[config.mk]
export PLATFORM = sky130hd
export DESIGN_NAME = idwvf_ctrl
export DESIGN_NICKNAME = d
export VERILOG_FILES = /design/src/rtl/idwvf_pkg.sv /design/src/rtl/idwvf_ctrl.sv
export SDC_FILE = /design/constraint.sdc
export NUM_CORES = 1
export LEC_CHECK = 0
export ABC_CLOCK_PERIOD_IN_PS = 3700
export BUFFER_PORTS_ARGS = -buffer_cell sky130_fd_sc_hd__buf_4
export CAP_MARGIN = 20
export CORE_MARGIN = 4
export CORE_UTILIZATION = 45
export CTS_CLUSTER_DIAMETER = 60
export DETAILED_ROUTE_END_ITERATION = 8
export GPL_TIMING_DRIVEN = 0
export PLACE_DENSITY = 0.67
export SYNTH_ARGS = -nofsm -noshare
export SYNTH_HDL_FRONTEND = slang
export SYNTH_SLANG_ARGS = --single-unit
export TNS_END_PERCENT = 50
[constraint.sdc]
create_clock -name clk_i -period 3.7 [get_ports clk_i]
set_clock_uncertainty 0.15 [all_clocks]
set_input_delay 0.925 -clock clk_i [delete_from_list [all_inputs] [get_ports clk_i]]
set_output_delay 0.925 -clock clk_i [all_outputs]
set_load 0.005 [all_outputs]
[src/rtl/idwvf_pkg.sv]
package idwvf_pkg;

  localparam int unsigned MAX_ANCHORS_DEF = 128;
  localparam int unsigned POS_W      = 16;
  localparam int unsigned VEC_W      = 16;
  localparam int unsigned ACC_W      = 64;
  localparam int unsigned SQ_W       = 64;
  localparam int unsigned D2_W       = 34;
  localparam int unsigned DIV_NUM_W  = 43;
  localparam int unsigned W_W        = 39;
  localparam int unsigned DIV_STEPS  = DIV_NUM_W;
  localparam int unsigned SQRT_STEPS = 32;
  localparam int unsigned STEP_W     = 6;
  localparam int unsigned FRAC_W     = 12;
  localparam int unsigned NORM_SH    = 30;

  typedef enum logic [1:0] {
    KIND_LOAD  = 2'd0,
    KIND_QUERY = 2'd1,
    KIND_CLEAR = 2'd2
  } kind_e;

  typedef enum logic [2:0] {
    ST_INTERP = 3'd0,
    ST_EXACT  = 3'd1,
    ST_PASS   = 3'd2,
    ST_DEGEN  = 3'd3,
    ST_FULL   = 3'd4
  } status_e;

  typedef enum logic [4:0] {
    OP_NOP,
    OP_LATCH,
    OP_CLEAR,
    OP_QINIT,
    OP_RD,
    OP_DIFF,
    OP_SQD,
    OP_WDIV_INIT,
    OP_DIV_STEP,
    OP_MAC,
    OP_NEXT,
    OP_SVEC,
    OP_ABS,
    OP_SHIFT,
    OP_SQN,
    OP_SQRT_INIT,
    OP_SQRT_STEP,
    OP_NDIV_INIT,
    OP_NSTORE,
    OP_COPY,
    OP_PASS,
    OP_RES_ZERO,
    OP_WRITE,
    OP_EMIT
  } dp_op_e;

  typedef enum logic [4:0] {
    S_IDLE,
    S_DISPATCH,
    S_RD,
    S_DIFF,
    S_SQD,
    S_CHK,
    S_WDIV,
    S_MAC,
    S_NEXT,
    S_ABS,
    S_SHIFT,
    S_SQN,
    S_SQRT0,
    S_SQRT,
    S_NDIV0,
    S_NDIV,
    S_NSTORE,
    S_WRITE,
    S_EMIT
  } ctrl_state_e;

  typedef struct packed {
    dp_op_e      op;
    logic [1:0]  comp;
    status_e     status;
  } dp_cmd_t;

  typedef struct packed {
    logic [1:0] kind;
    logic       has_vector;
    logic       cnt_zero;
    logic       cnt_full;
    logic       d2_zero;
    logic       idx_last;
    logic       m_zero;
    logic       m_big;
    logic       out_free;
  } dp_stat_t;

endpackage

[src/rtl/idwvf_ctrl.sv]
module idwvf_ctrl (
  input  logic                clk_i,
  input  logic                rst_ni,
  input  logic                in_valid_i,
  output logic                in_ready_o,
  input  idwvf_pkg::dp_stat_t stat_i,
  output idwvf_pkg::dp_cmd_t  cmd_o
);
  import idwvf_pkg::*;

  ctrl_state_e       state_q, state_d;
  logic [1:0]        comp_q, comp_d;
  logic [STEP_W-1:0] step_q, step_d;
  logic              load_q, load_d;
  status_e           est_q, est_d;

  always_ff @(posedge clk_i or negedge rst_ni) begin
    if (!rst_ni) begin
      state_q <= S_IDLE;
      comp_q  <= '0;
      step_q  <= '0;
      load_q  <= 1'b0;
      est_q   <= ST_INTERP;
    end else begin
      state_q <= state_d;
      comp_q  <= comp_d;
      step_q  <= step_d;
      load_q  <= load_d;
      est_q   <= est_d;
    end
  end

  always_comb begin
    state_d     = state_q;
    comp_d      = comp_q;
    step_d      = step_q;
    load_d      = load_q;
    est_d       = est_q;
    in_ready_o  = 1'b0;
    cmd_o.op    = OP_NOP;
    cmd_o.comp  = comp_q;
    cmd_o.status = est_q;
    unique case (state_q)
      S_IDLE: begin
        in_ready_o = 1'b1;
        if (in_valid_i) begin
          cmd_o.op = OP_LATCH;
          state_d  = S_DISPATCH;
        end
      end
      S_DISPATCH: begin
        priority if (stat_i.kind == KIND_LOAD) begin
          if (stat_i.cnt_full) begin
            cmd_o.op = OP_RES_ZERO;
            est_d    = ST_FULL;
            state_d  = S_EMIT;
          end else begin
            cmd_o.op = OP_SVEC;
            load_d   = 1'b1;
            state_d  = S_ABS;
          end
        end else if (stat_i.kind == KIND_CLEAR) begin
          cmd_o.op = OP_CLEAR;
          state_d  = S_IDLE;
        end else if (stat_i.kind == KIND_QUERY) begin
          load_d = 1'b0;
          priority if (stat_i.has_vector) begin
            cmd_o.op = OP_PASS;
            est_d    = ST_PASS;
            state_d  = S_EMIT;
          end else if (stat_i.cnt_zero) begin
            cmd_o.op = OP_RES_ZERO;
            est_d    = ST_DEGEN;
            state_d  = S_EMIT;
          end else begin
            cmd_o.op = OP_QINIT;
            state_d  = S_RD;
          end
        end else begin
          state_d = S_IDLE;
        end
      end
      S_RD: begin
        cmd_o.op = OP_RD;
        state_d  = S_DIFF;
      end
      S_DIFF: begin
        cmd_o.op = OP_DIFF;
        comp_d   = '0;
        state_d  = S_SQD;
      end
      S_SQD: begin
        cmd_o.op = OP_SQD;
        comp_d   = comp_q + 2'd1;
        if (comp_q == 2'd2) begin
          state_d = S_CHK;
        end
      end
      S_CHK: begin
        if (stat_i.d2_zero) begin
          cmd_o.op = OP_COPY;
          est_d    = ST_EXACT;
          state_d  = S_EMIT;
        end else begin
          cmd_o.op = OP_WDIV_INIT;
          step_d   = '0;
          state_d  = S_WDIV;
        end
      end
      S_WDIV: begin
        cmd_o.op = OP_DIV_STEP;
        step_d   = step_q + 1'b1;
        if (step_q == STEP_W'(DIV_STEPS - 1)) begin
          comp_d  = '0;
          state_d = S_MAC;
        end
      end
      S_MAC: begin
        cmd_o.op = OP_MAC;
        comp_d   = comp_q + 2'd1;
        if (comp_q == 2'd2) begin
          state_d = S_NEXT;
        end
      end
      S_NEXT: begin
        cmd_o.op = OP_NEXT;
        state_d  = stat_i.idx_last ? S_ABS : S_RD;
      end
      S_ABS: begin
        cmd_o.op = OP_ABS;
        state_d  = S_SHIFT;
      end
      S_SHIFT: begin
        priority if (stat_i.m_zero) begin
          cmd_o.op = OP_RES_ZERO;
          if (load_q) begin
            state_d = S_WRITE;
          end else begin
            est_d   = ST_DEGEN;
            state_d = S_EMIT;
          end
        end else if (stat_i.m_big) begin
          cmd_o.op = OP_SHIFT;
        end else begin
          comp_d  = '0;
          state_d = S_SQN;
        end
      end
      S_SQN: begin
        cmd_o.op = OP_SQN;
        comp_d   = comp_q + 2'd1;
        if (comp_q == 2'd2) begin
          state_d = S_SQRT0;
        end
      end
      S_SQRT0: begin
        cmd_o.op = OP_SQRT_INIT;
        step_d   = '0;
        comp_d   = '0;
        state_d  = S_SQRT;
      end
      S_SQRT: begin
        cmd_o.op = OP_SQRT_STEP;
        step_d   = step_q + 1'b1;
        if (step_q == STEP_W'(SQRT_STEPS - 1)) begin
          state_d = S_NDIV0;
        end
      end
      S_NDIV0: begin
        cmd_o.op = OP_NDIV_INIT;
        step_d   = '0;
        state_d  = S_NDIV;
      end
      S_NDIV: begin
        cmd_o.op = OP_DIV_STEP;
        step_d   = step_q + 1'b1;
        if (step_q == STEP_W'(DIV_STEPS - 1)) begin
          state_d = S_NSTORE;
        end
      end
      S_NSTORE: begin
        cmd_o.op = OP_NSTORE;
        comp_d   = comp_q + 2'd1;
        if (comp_q == 2'd2) begin
          if (load_q) begin
            state_d = S_WRITE;
          end else begin
            est_d   = ST_INTERP;
            state_d = S_EMIT;
          end
        end else begin
          state_d = S_NDIV0;
        end
      end
      S_WRITE: begin
        cmd_o.op = OP_WRITE;
        state_d  = S_IDLE;
      end
      S_EMIT: begin
        if (stat_i.out_free) begin
          cmd_o.op = OP_EMIT;
          state_d  = S_IDLE;
        end
      end
      default: begin
        state_d = S_IDLE;
      end
    endcase
  end

endmodule

[Word-level counts from Yosys, hierarchy flattened]
Index checks and enable logic that the tools add are counted.
W data, S select, Z words.
Operators by class
  reduce and logical (&&, ||, !) cells: 16
  add/sub/neg operators: 2
  equality and inequality tests: 46
  mux-type cells: 56
Operator list (count)
  $pmux W5 S18: 2
  $mux W5: 27
  $eq A5 B4 Y1 const B: 8
  $ne A2 B2 Y1 const B: 18
  $mux W3: 11
  $eq A5 B3 Y1 const B: 4
  $pmux W6 S3: 1
  $eq A5 B5 Y1 const B: 3
  $ne A3 B3 Y1 const B: 4
  $pmux W3 S4: 1
  $eq A5 B2 Y1 const B: 2
  $reduce_and A10 Y1: 1
  $reduce_and A9 Y1: 1
  $mux W2: 4
  $mux W4: 2
  $pmux W2 S4: 1
  $reduce_and A4 Y1: 2
  $reduce_bool A4 Y1: 2
  $add A6 B1 Y6 const B: 1
  $eq A6 B5 Y1 const B: 1
  $eq A6 B6 Y1 const B: 1
  $mux W1: 6
  $mux W6: 1
  $reduce_or A2 Y1: 3
  other kinds (12): 13
Word-level totals
  flip-flop bits (word level): 17
  output and inout port bits: 11
  logic and storage cells: 125
  input bits: 13

[Depth between registers and ports, before layout]
Gate-level depths: netlist of run 1.
  depth after elaboration: 6
  gate-level depth with buffers: 8

[Worst setup path after synthesis of run 1]
OpenSTA, ideal clock, no wires.
  path type: input-to-output
  start: input stat_i[9] (netlist bit)
  end: output cmd_o[9] (netlist bit)
  stages: 4
  path slack: 0.711 ns
  arrival: 1.914 ns
  data required time: 2.625 ns
  path buffers: 0
  cells stage by stage: or3_4 > a2111oi_0 > a221oi_1 > o221ai_1
RTL lines
  start: declaration: line idwvf_ctrl.sv:6  | input idwvf_pkg::dp_stat_t stat_i,
  end: declaration: line idwvf_ctrl.sv:7  | output idwvf_pkg::dp_cmd_t cmd_o

==> run summary, run 1 <==
Global Route Usage Sum = 20.5%
DP HPWL = 3.59 mm
Worst slew margin = 49.3%
Die H = 69.3 um
Layout cell share with drive strength beyond 1 = 19.9%
DIE AREA = 0.00480 mm2
Initial core utilization = 48.7%
Post-layout nets = 253
Antenna cells = 0
Min Tclk post-route = 3510 ps
Cts bufs inserted = 3
Via density = 6.15
Rows = 21
Setup Viol. Count Final = 0
Critical Path Source Type = primary input
Synth Flop Type = dfrtp_1
Most instantiated cells after synthesis = nor2_1, dfrtp_1, nand2_1
Critical path class = primary input to output port
PortBufs = 22
RSZ-0062 raised after global routing = false
Ys Warns = 0
DRT iter0 DRCs = 193
Critical path endpoint category = output port
Status = completed
Syn_area_per_cell = 8.04 um2
H-tree depth = 1
Post-synthesis cell count = 210
Pin count of the biggest net entering global routing = 18
Detail Route Antenna Nets = 0
Vias in the first global route = 1711
CTS root buf = clkbuf_8
CTS tree = yes
Worst-Margin Slew = 758 ps
WP data arrival = 2440 ps
Max Clk Rate = 0.285 GHz
Placed Instances = 278
Fin cells = 282
Top-count cell post-synth = nor2_1
Post-synthesis cell type count = 59
Fin crit share = 94.9%
Post-synth ARST share = 100%
Final TNS setup = 0 ps
Net Count, Synth = 226
Power Density = 854 mW/mm2
Area Growth Syn to Fin = 16.0%
VDD IR-drop max = 369 uV
Initial antenna violation count = 0
DR pass1 iterations = 4
Cell taking the most area after synthesis = dfrtp_1
Leak = 0.809 nW
Deepest clock path buffer count = 2
Residual DRC = 0
Clock latency on the worst-skew pair = 250 ps
Post-CTS Setup Repair Bufs = 0
Main area contributors after synthesis = dfrtp_1, nor2_1, a21oi_1
Clock sink count = 17
MaxCap Viol Count = 0
Chip width = 69.3 um
Synth top area share = 25.2%
Syn Std Cell Area = 0.00169 mm2
DRT Wirelength = 4.76 mm
Hold Slack = 342 ps
Min-delay worst type = flip-flop to flip-flop
CP required = 2620 ps
Global-route wire length before repair = 8.24 mm
Vias post-DR = 1733
CTS clock-pin slew for the worst setup and hold paths = 60 ps
Sequential fraction of the synthesis area = 25.2%
DR WL/cell = 16.9 um
GPL Wtd Cong = 0.943
Gr ovfl total = 0
Final hold vios = 0
Max Fanout on Critical Path = 6
Num ports = 24
#FFs+latches synth = 17
Final slew viol count = 0
Core area = 0.00347 mm2
EDFF count, synth = 0
[sequential cells by signal (all words and copies together), names as in the netlist]
signal / count
step_q: 6
comp_q: 2
load_q: 1
est_q: 3
state_q: 5
[critical path, stage by stage]
cell	delay (ps)
buf_4	130
or3_4	360
a2111oi_1	580
a221oi_1	170
o221ai_1	120
buf_4	140
[power by group]
part / internal [mW] / leakage [nW] / switching, mW
clock network: 0.0748 / 0.0255 / 0.0629
registers: 0.271 / 0.217 / 0.0684
logic: 0.540 / 0.567 / 0.655
total: 0.886 / 0.809 / 0.787
[path summary, 6_finish.rpt]
| path | slack (ps) | start | to | cells past startpoint |
|---|---|---|---|---|
| hold reg to reg | 340 | est_q[0] | est_q[0] | 1 |
| setup reg to reg | 1410 | state_q[2] | state_q[0] | 6 |
| max in group asynchronous | 2840 | rst_ni | state_q[4] | 1 |
| min in group asynchronous | 370 | rst_ni | step_q[2] | 1 |
| hold / removal | 340 | est_q[0] | est_q[0] | 1 |
| setup / recovery | 190 | stat_i[9] | cmd_o[9] | 6 |
[kinds of logic after synthesis]
family | synth area share (%)
simple gates | 31.4
xor+xnor | 3.63
fa+ha+maj | 2.22
mux | 5.33
buf+inv | 7.18
flops | 25.2
compound gates | 25.0
[metal layers]
| layer | vias to the layer above | GRT usage [%] | routed length (um) | share of wire (%) |
|---|---|---|---|---|
| li1 | 834 | - | - | - |
| met1 | 796 | 28.8 | 2180 | 46 |
| met2 | 91 | 30.4 | 2020 | 43 |
| met3 | 12 | 3.62 | 451 | 9.5 |
| met4 | 0 | 9.33 | 102 | 2.1 |
| met5 | - | 0 | 0 | 0 |
[per-stage QoR]
stage	area [um2]	setup slack, ps	utilization [%]	total power [mW]
after floorplan	1690	711	-	1.17
after global placement	1910	44.2	55.1	1.52
after detailed placement	1910	83.3	55.1	1.52
after CTS	1960	59.0	56.5	1.66
after global routing	1960	53.9	56.5	1.82
final	1960	190	56.5	1.67
[cell type report]
| cell class | count | area, um2 |
|---|---|---|
| Clock inverter | 1 | 5.00 |
| Fill cell | 356 | 1510 |
| Buffer | 17 | 91.3 |
| Inverter | 8 | 30.0 |
| Tap cell | 46 | 57.6 |
| Multi-Input combinational cell | 168 | 1140 |
| Clock buffer | 3 | 41.3 |
| Sequential cell | 17 | 425 |
| Timing Repair Buffer | 22 | 165 |
[cells in the final DEF (no fill, tap or decap), types with 5 or more instances in the layout]
master,n
o31ai_1,5
a21oi_1,12
o211ai_1,6
nor2b_1,6
o21ai_0,6
mux2_2,5
nand2_1,15
nand2b_1,8
dfrtp_1,17
nor2_1,22
buf_4,24
a31oi_1,5
clkbuf_1,8
inv_1,8
nor3_1,6
[what timing repair did]
item / in CTS / in global routing
endpoints found under the setup margin: 0 / 1
hold buffers: 0 / 0
resized for setup: 0 / 1
(Power assumes the default switching activity.)
==> run 2: changes to the inputs <==
--- a/config.mk
+++ b/config.mk
@@ -8,7 +8,6 @@
 export ABC_CLOCK_PERIOD_IN_PS = 3700
 export BUFFER_PORTS_ARGS = -buffer_cell sky130_fd_sc_hd__buf_4
 export CAP_MARGIN = 20
-export CORE_MARGIN = 4
 export CORE_UTILIZATION = 45
 export CTS_CLUSTER_DIAMETER = 60
 export DETAILED_ROUTE_END_ITERATION = 8
==> run 2 against run 1 <==
  * Cell area shrank 0.13%
  * Total power grew 0.77%
  * First-iteration DRC count increased by 19%
  * Sequential power barely moved
  * Worst setup slack worse by 38 ps
  * Wire length shrank 0.82%
  * Fmax decreased by 1.1%
  * Critical path type unchanged
==> run summary, run 2 (synthesis gave the netlist of run 1 again) <==
CTS clock-pin slew for the worst setup and hold paths = 60 ps (about the same)
Utilization after layout = 56.4% (-0.072 points)
Vias in the first global route = 1651 (-3.5%)
CTS tree = yes
Critical Path Source Type = primary input
Final WS setup = 152 ps (-37.8 ps)
Vias post-DR = 1763 (+1.7%)
RR Endpoint = state_q[0]
Via density = 6.25 (+1.7%)
Status = completed
Register with the most flip-flops = step_q
Setup Viol. Count Final = 0 (unchanged)
Post-layout nets = 253 (unchanged)
GPL Wtd Cong = 0.935 (-0.85%)
Worst slew margin = 45.6% (-3.8 points)
CP required = 2620 ps (about the same)
Num ports = 24 (unchanged)
RSZ-0062 raised after global routing = false
Worst-Margin Slew = 815 ps (+56.6 ps)
Power Density = 861 mW/mm2 (+0.90%)
Post-CTS Hold Fix Bufs = 0 (unchanged)
Rows = 21 (unchanged)
Layout cell share with drive strength beyond 1 = 19.5% (-0.42 points)
Die H = 63.3 um (-8.7%)
Commonest non-fill, non-tap cell in the layout = buf_4
Cts bufs inserted = 3 (unchanged)
Min-delay worst type = flip-flop to flip-flop
Max Clk Rate = 0.282 GHz (-1.1%)
Worst Hold Depth = 1 (unchanged)
Leak = 0.806 nW (-0.33%)
PortBufs = 22 (unchanged)
Global-route wire length before repair = 7.92 mm (-3.8%)
Antenna cells = 0 (unchanged)
DR WL/cell = 16.7 um (-0.82%)
Min Tclk post-route = 3550 ps (+37.8 ps)
Residual DRC = 0 (unchanged)
Final hold vios = 0 (unchanged)
Placed cell area = 0.00191 mm2 (unchanged)
Gr ovfl total = 0 (unchanged)
Initial antenna violation count = 0 (unchanged)
MaxCap Viol Count = 0 (unchanged)
Global Route Usage Sum = 25.4% (+4.9 points)
CTS root buf = clkbuf_8
Critical path endpoint category = output port
Max reg flops = 6 (unchanged)
DP HPWL = 3.48 mm (-3.1%)
Chip width = 63.3 um (-8.7%)
Reg2reg start = state_q[2]
Worst Hold Endpoint = est_q[2]
Post-CTS Setup Repair Bufs = 0 (unchanged)
Max Fanout on Critical Path = 6 (unchanged)
Hold Crit Start = est_q[2]
DR pass1 iterations = 7 (+3)
DIE AREA = 0.00400 mm2 (-17%)
Clock latency on the worst-skew pair = 260 ps (about the same)
Deepest clock path buffer count = 2 (unchanged)
Most frequent cells in the layout = buf_4, nor2_1, dfrtp_1, nand2_1, a21oi_1
Final TNS setup = 0 ps (unchanged)
H-tree depth = 1 (unchanged)
Final slew viol count = 0 (unchanged)
Flop2flop setup slack = 1340 ps (-70 ps)
Core area = 0.00347 mm2 (unchanged)
Post-route cell area = 0.00196 mm2 (-0.13%)
VDD IR-drop max = 358 uV (-3.0%)
WP data arrival = 2470 ps (+30 ps)
R2R depth = 6 (unchanged)
Biggest regs = step_q (6), state_q (5), est_q (3)
Area Growth Syn to Fin = 15.9%
Clock sink count = 17 (unchanged)
Pin count of the biggest net entering global routing = 18 (unchanged)
DRT Wirelength = 4.72 mm (-0.82%)
Initial core utilization = 48.7% (unchanged)
Fillcell total = 357 (+0.28%)
Critical path class = primary input to output port
DRT iter0 DRCs = 229 (+19%)
Detail Route Antenna Nets = 0 (unchanged)
# resized after CTS = 0 (unchanged)
Place WS = 159 ps (+75.9 ps)
Fin crit share = 95.9% (+1.0 points)
-- run 2: changes by cell type in the layout (fill, tap and decap cells not counted), sizes merged --
| cell | before | now |
|---|---|---|
| clkinv | 1 | 0 |
| clkbuf | 11 | 12 |
-- run 2: final cells by class --
cell class / instances / area [um2] / share of cell area [%]
Buffer: 17 / 91.3 / 4.67
Clock buffer: 4 / 45.0 / 2.30
Inverter: 8 / 30.0 / 1.53
Multi-Input combinational cell: 168 / 1140 / 58.4
Sequential cell: 17 / 425 / 21.7
Tap cell: 46 / 57.6 / 2.94
Timing Repair Buffer: 22 / 165 / 8.44
-- run 2: stage by stage --
stage          instances  hold WS (ps)  power (mW)
4_1_cts              282           343        1.67
2_1_floorplan        210           333        1.17
6_report             282           338        1.69
3_5_place_dp         278           328        1.51
3_3_place_gp         278           321        1.53
5_1_grt              282           364        1.82
-- run 2: critical path, stage by stage --
cell and delay (ps):
buf_4 130, or3_4 360, a2111oi_0 620, a221oi_1 170
o221ai_1 120, buf_4 140
-- run 2: report_power, final --
group | internal [mW] | leakage (nW) | total, mW | switching, mW
clock | 0.0767 | 0.0228 | 0.144 | 0.0677
combinational | 0.540 | 0.567 | 1.20 | 0.664
sequential | 0.271 | 0.217 | 0.337 | 0.0658
total | 0.887 | 0.806 | 1.69 | 0.798
-- run 2: how the worst max path moves through the flow --
stage	slack, ps	cells after the start	start	endpoint
2_1_floorplan	710	4	stat_i[9]	cmd_o[9]
3_3_place_gp	130	6	stat_i[9]	cmd_o[9]
3_5_place_dp	160	6	stat_i[9]	cmd_o[9]
4_1_cts	150	6	stat_i[9]	cmd_o[9]
5_1_grt	90	6	stat_i[9]	cmd_o[9]
6_report	150	6	stat_i[9]	cmd_o[9]
-- run 2: per-layer routing --
metal / wire [um] / vias to the layer above / global-route usage [%]
li1: - / 835 / -
met1: 2140 / 806 / 36.6
met2: 1980 / 113 / 35.5
met3: 504 / 9 / 4.89
met4: 92 / 0 / 12.8
met5: 0 / - / 0
